File: config.mk
export PLATFORM = sky130hd
export DESIGN_NAME = lru_key_value_cache
export DESIGN_NICKNAME = d
export VERILOG_FILES = /design/src/design/lkv_pkg.sv /design/src/design/lru_key_value_cache.sv /design/src/design/lkv_cell.sv
export SDC_FILE = /design/constraint.sdc
export NUM_CORES = 1
export LEC_CHECK = 0
export BUFFER_PORTS_ARGS = -buffer_cell sky130_fd_sc_hd__buf_2
export CAP_MARGIN = 20
export CELL_PAD_IN_SITES_DETAIL_PLACEMENT = 1
export CELL_PAD_IN_SITES_GLOBAL_PLACEMENT = 2
export CORE_AREA = 2 2 298 300
export CTS_CLUSTER_SIZE = 8
export DETAILED_ROUTE_END_ITERATION = 10
export DIE_AREA = 0 0 300 302
export PLACE_DENSITY = 0.87
export SETUP_SLACK_MARGIN = 0.1
export SLEW_MARGIN = 15
export SYNTH_ARGS = -nofsm -noshare
export SYNTH_HDL_FRONTEND = slang
export SYNTH_HIERARCHICAL = 1
export SYNTH_SLANG_ARGS = --single-unit
export TNS_END_PERCENT = 30
File: constraint.sdc
create_clock -name clock -period 14.09 [get_ports clock]
set_clock_uncertainty 0.2 [all_clocks]
set_input_delay 2.1135 -clock clock [delete_from_list [all_inputs] [get_ports clock]]
set_output_delay 2.1135 -clock clock [all_outputs]
set_load 0.02 [all_outputs]
File: src/design/lkv_pkg.sv
// ----------------------------------------------------------------------------
// lkv_pkg: shared types and constants of the LRU key-value cache
// Field widths, command codes, the controller state type and the per-cell
// control bundle.
// ----------------------------------------------------------------------------
`default_nettype none

package lkv_pkg;

   localparam int KEY_W = 32;
   localparam int VAL_W = 32;
   localparam int CAP_W = 5;

   localparam logic [CAP_W-1:0] CAP_RESET = 5'd4;

   localparam logic CMD_GET = 1'b0;
   localparam logic CMD_PUT = 1'b1;

   typedef enum logic [1:0] {
      ST_IDLE,
      ST_LOOK,
      ST_UPDATE
   } state_type;

   // Control handed to one cell of the chain.
   typedef struct packed {
      logic live;    // the cell holds a valid entry
      logic shift;   // take the neighbor's entry at this edge
   } cell_ctrl_type;

endpackage

`default_nettype wire

File: src/design/lru_key_value_cache.sv
// ----------------------------------------------------------------------------
// lru_key_value_cache: fully associative key-value cache, LRU replacement
// A chain of rank cells, most recent entry first, driven by a small
// controller that looks up, promotes, inserts and evicts.
// ----------------------------------------------------------------------------
// Usage notes.
// Requests arrive on the req_ channel (req_cmd, req_key, req_value) and are
// transferred at a rising edge with req_valid high and req_stall low. Every
// request produces exactly one response on the rsp_ channel (rsp_hit,
// rsp_read_value), transferred when rsp_valid is high and rsp_stall low.
// The capacity register is written through csr_valid / csr_wdata; csr_ready
// is always high, and writes belong in idle periods.
// Timing: a request transferred at an edge is looked up during the next
// cycle, and its response is registered when its update step finishes.
// A new request is not accepted before the previous one is through: the
// cycle that writes the update into the chain also accepts the next request,
// and the following cycle compares that request against the updated chain.
// This lookup-then-update pair sets how often requests can be taken.
// When the receiver stalls with a response still held, the update step of
// the next request waits, and req_stall stays high until it can finish.
// Reset (synchronous, active high) empties the store, sets capacity to 4
// and drops any request or response in flight. No clearing pass is needed:
// validity follows from the entry count alone.
// ----------------------------------------------------------------------------
`default_nettype none

module lru_key_value_cache
   import lkv_pkg::*;
#(
   parameter int MAX_ENTRIES = 16
)
(
   input  wire logic                    clock,
   input  wire logic                    reset,
   // request channel
   input  wire logic                    req_valid,
   output logic                         req_stall,
   input  wire logic                    req_cmd,
   input  wire logic signed [KEY_W-1:0] req_key,
   input  wire logic signed [VAL_W-1:0] req_value,
   // response channel
   output logic                         rsp_valid,
   input  wire logic                    rsp_stall,
   output logic                         rsp_hit,
   output logic signed [VAL_W-1:0]      rsp_read_value,
   // capacity register write channel
   input  wire logic                    csr_valid,
   output logic                         csr_ready,
   input  wire logic [CAP_W-1:0]        csr_wdata
);

   // The count must be able to hold MAX_ENTRIES itself.
   localparam int CNT_W = $clog2(MAX_ENTRIES + 1);
   localparam int CMP_W = (CNT_W + 1 > CAP_W) ? CNT_W + 1 : CAP_W;
   localparam logic [CNT_W-1:0] CNT_MAX  = CNT_W'(MAX_ENTRIES);
   localparam logic [CNT_W-1:0] RANK_TOP = CNT_W'(MAX_ENTRIES - 1);

   // Controller state.
   state_type state_ff;
   state_type state_in;

   // Registered request.
   logic                    req_cmd_ff;
   logic signed [KEY_W-1:0] req_key_ff;
   logic signed [VAL_W-1:0] req_value_ff;

   // Lookup results, registered at the end of the lookup cycle.
   logic                    hit_ff;
   logic                    hit_in;
   logic [CNT_W-1:0]        hit_rank_ff;
   logic [CNT_W-1:0]        hit_rank_in;
   logic signed [VAL_W-1:0] hit_value_ff;
   logic signed [VAL_W-1:0] hit_value_in;

   // Number of valid entries; they occupy ranks 0 to count-1.
   logic [CNT_W-1:0] count_ff;
   logic [CNT_W-1:0] count_in;
   logic [CAP_W-1:0] capacity_ff;

   // Response register.
   logic                    rsp_valid_ff;
   logic                    rsp_valid_in;
   logic                    rsp_hit_ff;
   logic signed [VAL_W-1:0] rsp_value_ff;

   // Handshake and step signals.
   logic req_xfer;
   logic upd_go;
   logic load_req;

   // Chain signals.
   cell_ctrl_type           cell_ctrl  [MAX_ENTRIES];
   logic signed [KEY_W-1:0] cell_key   [MAX_ENTRIES];
   logic signed [VAL_W-1:0] cell_value [MAX_ENTRIES];
   logic [MAX_ENTRIES-1:0]  cell_match;
   logic signed [VAL_W-1:0] head_value;
   logic [CNT_W-1:0]        shift_limit;
   logic                    shift_on;

   // The update step finishes only when the response slot is free or is
   // being emptied in this very cycle.
   assign upd_go   = (state_ff == ST_UPDATE) && (!rsp_valid_ff || !rsp_stall);
   assign req_xfer = req_valid && !req_stall;

   // Next-state logic.
   always_comb begin
      state_in = state_ff;
      unique case (state_ff)
         ST_IDLE: begin
            if (req_valid) state_in = ST_LOOK;
         end
         ST_LOOK: begin
            state_in = ST_UPDATE;
         end
         ST_UPDATE: begin
            if (upd_go) state_in = req_valid ? ST_LOOK : ST_IDLE;
         end
         default: begin
            state_in = ST_IDLE;
         end
      endcase
   end

   // Output logic of the controller.
   always_comb begin
      req_stall = 1'b1;
      load_req  = 1'b0;
      unique case (state_ff)
         ST_IDLE: begin
            req_stall = 1'b0;
            load_req  = req_valid;
         end
         ST_LOOK: begin
            req_stall = 1'b1;
         end
         ST_UPDATE: begin
            req_stall = !upd_go;
            load_req  = upd_go && req_valid;
         end
         default: begin
            req_stall = 1'b1;
         end
      endcase
   end

   always_ff @(posedge clock) begin
      if (reset) begin
         state_ff <= ST_IDLE;
      end else begin
         state_ff <= state_in;
      end
   end

   always_ff @(posedge clock) begin
      if (load_req) begin
         req_cmd_ff   <= req_cmd;
         req_key_ff   <= req_key;
         req_value_ff <= req_value;
      end
   end

   // Gather the lookup: at most one live cell can match, so the rank and
   // the value fold together with plain OR trees.
   always_comb begin
      hit_in       = |cell_match;
      hit_rank_in  = '0;
      hit_value_in = '0;
      for (int r = 0; r < MAX_ENTRIES; r++) begin
         if (cell_match[r]) begin
            hit_rank_in  = hit_rank_in | CNT_W'(r);
            hit_value_in = hit_value_in | cell_value[r];
         end
      end
   end

   always_ff @(posedge clock) begin
      if (state_ff == ST_LOOK) begin
         hit_ff       <= hit_in;
         hit_rank_ff  <= hit_rank_in;
         hit_value_ff <= hit_value_in;
      end
   end

   // Promotion moves ranks 0 to shift_limit down by one and puts the
   // request's entry at rank 0. A hit promotes from its own rank; a new key
   // enters at rank count, or drops the least recent entry when the chain
   // is full. A missed get leaves the chain alone.
   always_comb begin
      shift_on    = upd_go && (hit_ff || (req_cmd_ff == CMD_PUT));
      shift_limit = hit_ff ? hit_rank_ff :
                    ((count_ff == CNT_MAX) ? RANK_TOP : count_ff);
      head_value  = (req_cmd_ff == CMD_PUT) ? req_value_ff : hit_value_ff;
   end

   // A new key grows the count unless the chain is full or the capacity is
   // already reached; in either case the least recent entry falls out.
   always_comb begin
      count_in = count_ff;
      if (upd_go && !hit_ff && (req_cmd_ff == CMD_PUT)) begin
         if ((count_ff != CNT_MAX) &&
             ((CMP_W'(count_ff) + CMP_W'(1)) <= CMP_W'(capacity_ff))) begin
            count_in = count_ff + CNT_W'(1);
         end
      end
   end

   always_ff @(posedge clock) begin
      if (reset) begin
         count_ff    <= '0;
         capacity_ff <= CAP_RESET;
      end else begin
         count_ff <= count_in;
         if (csr_valid && csr_ready) begin
            capacity_ff <= csr_wdata;
         end
      end
   end

   assign csr_ready = 1'b1;

   // The chain of rank cells, rank 0 most recent.
   for (genvar r = 0; r < MAX_ENTRIES; r++) begin : g_cell
      always_comb begin
         cell_ctrl[r].live  = CNT_W'(r) < count_ff;
         cell_ctrl[r].shift = shift_on && (CNT_W'(r) <= shift_limit);
      end

      if (r == 0) begin : g_head
         lkv_cell u_cell (
            .clock      (clock),
            .ctrl       (cell_ctrl[r]),
            .probe_key  (req_key_ff),
            .prev_key   (req_key_ff),
            .prev_value (head_value),
            .key_out    (cell_key[r]),
            .value_out  (cell_value[r]),
            .match      (cell_match[r])
         );
      end else begin : g_body
         lkv_cell u_cell (
            .clock      (clock),
            .ctrl       (cell_ctrl[r]),
            .probe_key  (req_key_ff),
            .prev_key   (cell_key[r-1]),
            .prev_value (cell_value[r-1]),
            .key_out    (cell_key[r]),
            .value_out  (cell_value[r]),
            .match      (cell_match[r])
         );
      end
   end

   // Response register: loaded when the update step finishes, emptied by a
   // transfer on the response channel.
   always_comb begin
      rsp_valid_in = rsp_valid_ff;
      if (upd_go) begin
         rsp_valid_in = 1'b1;
      end else if (rsp_valid_ff && !rsp_stall) begin
         rsp_valid_in = 1'b0;
      end
   end

   always_ff @(posedge clock) begin
      if (reset) begin
         rsp_valid_ff <= 1'b0;
      end else begin
         rsp_valid_ff <= rsp_valid_in;
      end
   end

   always_ff @(posedge clock) begin
      if (upd_go) begin
         rsp_hit_ff   <= hit_ff;
         rsp_value_ff <= (hit_ff && (req_cmd_ff == CMD_GET)) ? hit_value_ff : '0;
      end
   end

   assign rsp_valid      = rsp_valid_ff;
   assign rsp_hit        = rsp_hit_ff;
   assign rsp_read_value = rsp_value_ff;

endmodule

`default_nettype wire

File: src/design/lkv_cell.sv
// ----------------------------------------------------------------------------
// lkv_cell: one rank position of the recency chain
// Holds one key and value, compares its key with the probe key and takes
// the entry of its more recent neighbor when told to shift.
// ----------------------------------------------------------------------------
`default_nettype none

module lkv_cell
   import lkv_pkg::*;
(
   input  wire logic                    clock,
   input  wire cell_ctrl_type           ctrl,
   input  wire logic signed [KEY_W-1:0] probe_key,
   input  wire logic signed [KEY_W-1:0] prev_key,
   input  wire logic signed [VAL_W-1:0] prev_value,
   output logic signed [KEY_W-1:0]      key_out,
   output logic signed [VAL_W-1:0]      value_out,
   output logic                         match
);

   logic signed [KEY_W-1:0] key_ff;
   logic signed [KEY_W-1:0] key_in;
   logic signed [VAL_W-1:0] value_ff;
   logic signed [VAL_W-1:0] value_in;

   always_comb begin
      key_in   = ctrl.shift ? prev_key   : key_ff;
      value_in = ctrl.shift ? prev_value : value_ff;
   end

   always_ff @(posedge clock) begin
      key_ff   <= key_in;
      value_ff <= value_in;
   end

   assign match     = ctrl.live && (key_ff == probe_key);
   assign key_out   = key_ff;
   assign value_out = value_ff;

endmodule

`default_nettype wire

# Word level (Yosys, flattened, before mapping)
# Index checks and enable logic that the tools add are counted.
# classes
addsub	2
order_cmp	33
n_eq_ne	22
n_mux	38
n_bitwise	16
n_reduce_logical	54
# op_table
op	count
2-to-1 mux 32 bit	17
== test 32 bit	16
OR 32 bit	15
less-or-equal comparator 4 x 5 -> 1 bit (first input constant)	8
logical AND 1 bit	40
less-than comparator 4 x 5 -> 1 bit (first input constant)	8
less-or-equal comparator 3 x 5 -> 1 bit (first input constant)	4
less-than comparator 3 x 5 -> 1 bit (first input constant)	4
OR reduction 16 bit	1
2-to-1 mux 2 bit	6
2-to-1 mux 3 bit	4
less-or-equal comparator 1 x 5 -> 1 bit (first input constant)	2
less-or-equal comparator 2 x 5 -> 1 bit (first input constant)	2
less-than comparator 1 x 5 -> 1 bit (first input constant)	2
less-than comparator 2 x 5 -> 1 bit (first input constant)	2
2-to-1 mux 5 bit	2
OR reduction 8 bit	1
adder 5 x 1 -> 6 bit (second input constant)	1
less-or-equal comparator 6 x 5 -> 1 bit	1
2-to-1 mux 1 bit	6
case mux 2 bit (3 select lines)	1
adder 5 x 1 -> 5 bit (second input constant)	1
== test 5 bit (second input constant)	1
!= test 5 bit (second input constant)	1
other kinds (12)	19
# word_totals
regBits	1173
in_bits	75
out_inout_bits	36
wordCells	213

# Logic depth before layout (Yosys ltp)
# logic_depth
depth_word	33
ltp_mapped	12
mapped_depth_nobuf	10

# Hierarchy
# Netlist, hierarchy kept.
# modules_own_cells
module	n_inst	cells_per_inst	area_each_um2	seq_area_each_um2
lkv_cell	16	108	2277.2	1921.8
lru_key_value_cache	1	732	8620.8	4314.1

# Worst setup path after synthesis
# Ideal clock, no wire load.
# synth_path
kind	input-to-reg
startpoint	input port rsp_stall
endpoint	register g_cell[13].g_body.u_cell.key_ff[0] (enable)
setup_ps	582
arrival_time_ps	9046
required_time_ps	13308
slack_ps	4262
cell_stages	5
path_buffers	0
path_cell_list	a21oi_4 > o21ai_1 > clkinv_1 > nand2_2 > a211oi_1
# synth_lines
element	line	rtl
from (decl)	lru_key_value_cache.sv:43	input wire logic rsp_stall,
to (signal assigned)	lkv_cell.sv:32	key_ff <= key_in;
to (decl)	lkv_cell.sv:21	logic signed [KEY_W-1:0] key_ff;

==> results.txt <==
The post-synthesis register bit count is 1,172. The maximum number of pins on one net before global-route repair came out at 65. The final-report max-slew violation count is 0. The placer's final routability congestion estimate is 0.8237. After the last flow step, the layout net total stands at 2,800. The internal portion of the total power is 6.018 mW.

The final hold violation count is 0. The post-synthesis xor/xnor area fraction is 0.1001. The headroom to the max-slew limit came out at 0.1925. The critical path data arrival time came out at 6710 ps. Setup violations remaining at the end of the flow were counted as 0. VDD sags by at most 0.1262 mV.

The synthesized netlist occupies a cell area of 45,060 µm². The slew at the pin with the worst max-slew slack is 1211 ps. Fill cells in the final layout number 7,540. The average size of a mapped cell is 18.32 µm². The area share of fa/ha/maj cells after synthesis came out at 0.001944. The critical path starts at rsp_stall.

The portion of the post-synthesis area used by sequential elements is 0.7782. Setup repair after global routing left no endpoint under its margin. The mean routed wirelength per cell came out at 32.54 µm. The share of total power dissipated in the clock network is 0.469. The area of the placeable core is 87,560 µm². The total die area is 90,600 µm². The cell count after synthesis is 2,460. The total iterations of the first detailed-routing run is 8. The standby leakage power came out at 17.51 nW. From synthesis to final layout, the design area changed by 15.76%. The final antenna-violating net count came out at 0. The fraction of registers with async set or reset after synthesis is 0. The vias per cell is 6.426.

The run finished with clean final reports. The H-tree depth is 4. The global routing usage summed across all routing layers is 0.2832. The number of buffers inserted by hold repair at cts is 0.

For this block, the routed nets add up to 127,400 µm of wire. In this run the worst path has a maximum fanout of 48. For this design the total switching power over the nets is 1.695 mW. The worst-case reg-to-reg path depth came out at 10. The total of warnings raised by yosys came out at 6.

The number of cells on the worst hold path is 0. The share of post-route cells with drive strength above 1 is 0.1575. The number of cell rows came out at 109. The startpoint kind of the worst setup timing path is an input port. The number of max-cap violations came out at 0.

In this run the most critical hold path is launched from g_cell[2].g_body.u_cell/key_out[22]. The wire length of the first global-routing pass came out at 186,000 µm. In this run the vertical extent of the chip is 302 µm. The finished cells cover 52,160 µm². The quantity of gates resized following cts came out at 0. The CTS tree is built. The count of input and output buffers came out at 109. The violation count after the first detailed-route iteration came out at 2,963. The portion of netlist area occupied by mux cells is 0.009442.

Clock-pin slew was measured on the worst setup and hold paths at 60 ps. The number of I/O pins came out at 111. In this run the critical register-to-register path is launched from state_ff[1].

At the worst endpoint, the required time is 14,280 ps. The placement-stage cell area came out at 47,400 µm². The power per cell area came out at 147.9 nW/µm². Of the total power, combinational logic draws 0.026.

The total area of multi-input combinational cells is 9853 µm². The synthesized design contains 1,159 enable-type register cells. The total DRC errors in the routed layout is 0. The path category of the worst min-delay check is flop to flop.

The width of the die is 300 µm. The area fraction in and, or, nand and nor cells after synthesis came out at 0.04479. The latest clock arrival within the worst-skew pair came out at 780 ps. The total half-perimeter wirelength after legalization and detailed placement came out at 69,740 µm.

The initial antenna violation count is 1. The area used by sequential logic in the layout is 35,060 µm². The worst setup path is captured at a flop. The post-synthesis compound-gate area fraction was 0.05676. The tightest hold path in the finished design has a slack of 239.5 ps.

After clock tree synthesis, the setup repair step added 0 buffers. In the synthesized netlist the dominant register cell turns out to be sky130_fd_sc_hd__edfxtp_1. The maximum number of buffers from clock root to sink is 3. After synthesis, the largest family of logic cells by area is XOR/XNOR gates. The total grt overflow is 0.

The critical path is of the input port to flop type. The root buffer cell chosen for the clock tree is sky130_fd_sc_hd__clkbuf_16. The maximum clock frequency is 153.5 MHz. The post-layout utilization of the core came out at 0.5957. The time the worst path needs with I/O delays and setup is 6515 ps.

Dividing the final minimum period by the clock period gives 0.4624. The count of different cell masters after synthesis is 55. The number of clock sinks came out at 1,172. The detailed-route via count came out at 25,160.

The number of CTS-inserted buffers came out at 164. The count of antenna diodes in the layout came out at 0. The via count of the first global-routing pass came out at 27,750. Of the total power, the share spent switching nets is 0.2198.

The synthesized net count is 2,542. The fraction of power consumed by sequential logic is 0.505. The final-layout setup total negative slack came out at 0 ps. The starting utilization of the core area is 0.5146.
[per-layer routing]
layer  track usage  share of wire
met1        0.3707           0.38
met2        0.4713           0.50
met3       0.05753          0.093
met4        0.1067          0.031
met5             0              0
[layout make-up]
cell class / count / area share
Timing Repair Buffer: 174 / 0.02197
Inverter: 17 / 0.001247
Tap cell: 1165 / 0.02795
Sequential cell: 1172 / 0.6723
Multi-Input combinational cell: 1189 / 0.1889
Clock buffer: 183 / 0.08005
Clock inverter: 15 / 0.007581
[power groups by stage]
| stage | registers [mW] | clock network, mW | logic (mW) |
|---|---|---|---|
| floorplan | 3.97 | 0 | 0.100 |
| global placement | 3.96 | 0 | 0.173 |
| detailed placement | 3.97 | 0 | 0.187 |
| CTS | 3.90 | 3.64 | 0.193 |
| global route | 3.90 | 3.76 | 0.214 |
| finish | 3.90 | 3.62 | 0.200 |
[cells by family (layout without fill, tap and decap cells)]
logic type	after synthesis	count (layout)
flip-flops	1172	1172
other	1	1
buffers and inverters	99	389
AO/OA/AOI/OAI	302	302
multiplexers	38	38
AND/OR/NAND/NOR	326	326
XOR/XNOR	515	515
adder cells (fa/ha/maj)	7	7
[placed cells by master, fill, tap and decap left out, drive strengths merged, types with 5 or more instances in the layout]
master,count
edfxtp,1159
xor2,497
clkbuf,184
buf,173
a22o,128
a221oi,128
nor4,119
nand4,51
nand3,34
mux2,33
nor3,33
nor3b,31
nand2,26
xnor2,18
inv,18
nor2,17
clkinv,14
o21ai,14
dfxtp,13
a21oi,10
ha,7
o31ai,6
mux2i,5
[registers in the layout, indices dropped and copies added (netlist names), 2 cells and up]
register	cells
hit_rank_ff	4
rsp_read_value	32
g_cell.g_head.u_cell/value_out	32
g_cell.g_head.u_cell/key_out	32
req_value_ff	32
state_ff	2
req_key_ff	32
g_cell.g_body.u_cell/value_out	480
count_ff	5
g_cell.g_body.u_cell/key_out	480
hit_value_ff	32
capacity_ff	5
[cell usage after synthesis (all sizes together) (2+ instances only)]
| cell | count | share of area |
|---|---|---|
| nand3 | 34 | 0.0038 |
| o21ai | 14 | 0.0016 |
| nor4 | 119 | 0.017 |
| mux2i | 5 | 0.0011 |
| xnor2 | 18 | 0.0035 |
| ha | 7 | 0.0019 |
| a31oi | 3 | 0.00075 |
| nor3 | 33 | 0.0056 |
| nor2 | 17 | 0.0017 |
| buf | 11 | 0.0013 |
| clkinv | 2 | 0.00017 |
| a21oi | 10 | 0.0014 |
| mux2 | 33 | 0.0083 |
| xor2 | 497 | 0.097 |
| nand4 | 51 | 0.0074 |
| nor3b | 31 | 0.0052 |
| nor2b | 3 | 0.00042 |
| edfxtp | 1159 | 0.77 |
| dfxtp | 13 | 0.0058 |
| inv | 15 | 0.0012 |
| o31ai | 6 | 0.0010 |
| and2 | 2 | 0.00028 |
| a22o | 128 | 0.025 |
| nand2 | 26 | 0.0023 |
| a211oi | 3 | 0.00050 |
| a221oi | 128 | 0.025 |
| or4 | 3 | 0.00050 |
| o211ai | 3 | 0.00050 |
| clkbuf | 71 | 0.0059 |
| nand2b | 3 | 0.00042 |
[through the flow]
stage | power, mW | instances | setup WS [ps]
detailed placement | 4.154 | 3707 | 6677
finish | 7.713 | 3915 | 7575
global route | 7.874 | 3915 | 7351
floorplan | 4.068 | 2460 | 4262
CTS | 7.740 | 3905 | 7372
global placement | 4.136 | 3706 | 6918
[critical path, cell delays in order]
cell and delay, ps:
sky130_fd_sc_hd__buf_2 130, sky130_fd_sc_hd__a21oi_4 130, sky130_fd_sc_hd__buf_4 470, sky130_fd_sc_hd__o21ai_1 450
sky130_fd_sc_hd__clkinv_2 510, sky130_fd_sc_hd__buf_4 710, sky130_fd_sc_hd__nand2_2 540, sky130_fd_sc_hd__nor3_4 400
sky130_fd_sc_hd__a31o_4 490, sky130_fd_sc_hd__buf_4 660
[path summary, 6_finish.rpt]
| kind | to | slack [ps] |
|---|---|---|
| min reg2reg | g_cell[3].g_body.u_cell/key_out[22] | 240 |
| max reg2reg | g_cell[14].g_body.u_cell/value_out[20] | 8480 |
| max | g_cell[14].g_body.u_cell/value_out[20] | 7580 |
| min | g_cell[3].g_body.u_cell/key_out[22] | 240 |
No activity file was read; power rests on OpenSTA's default activity.
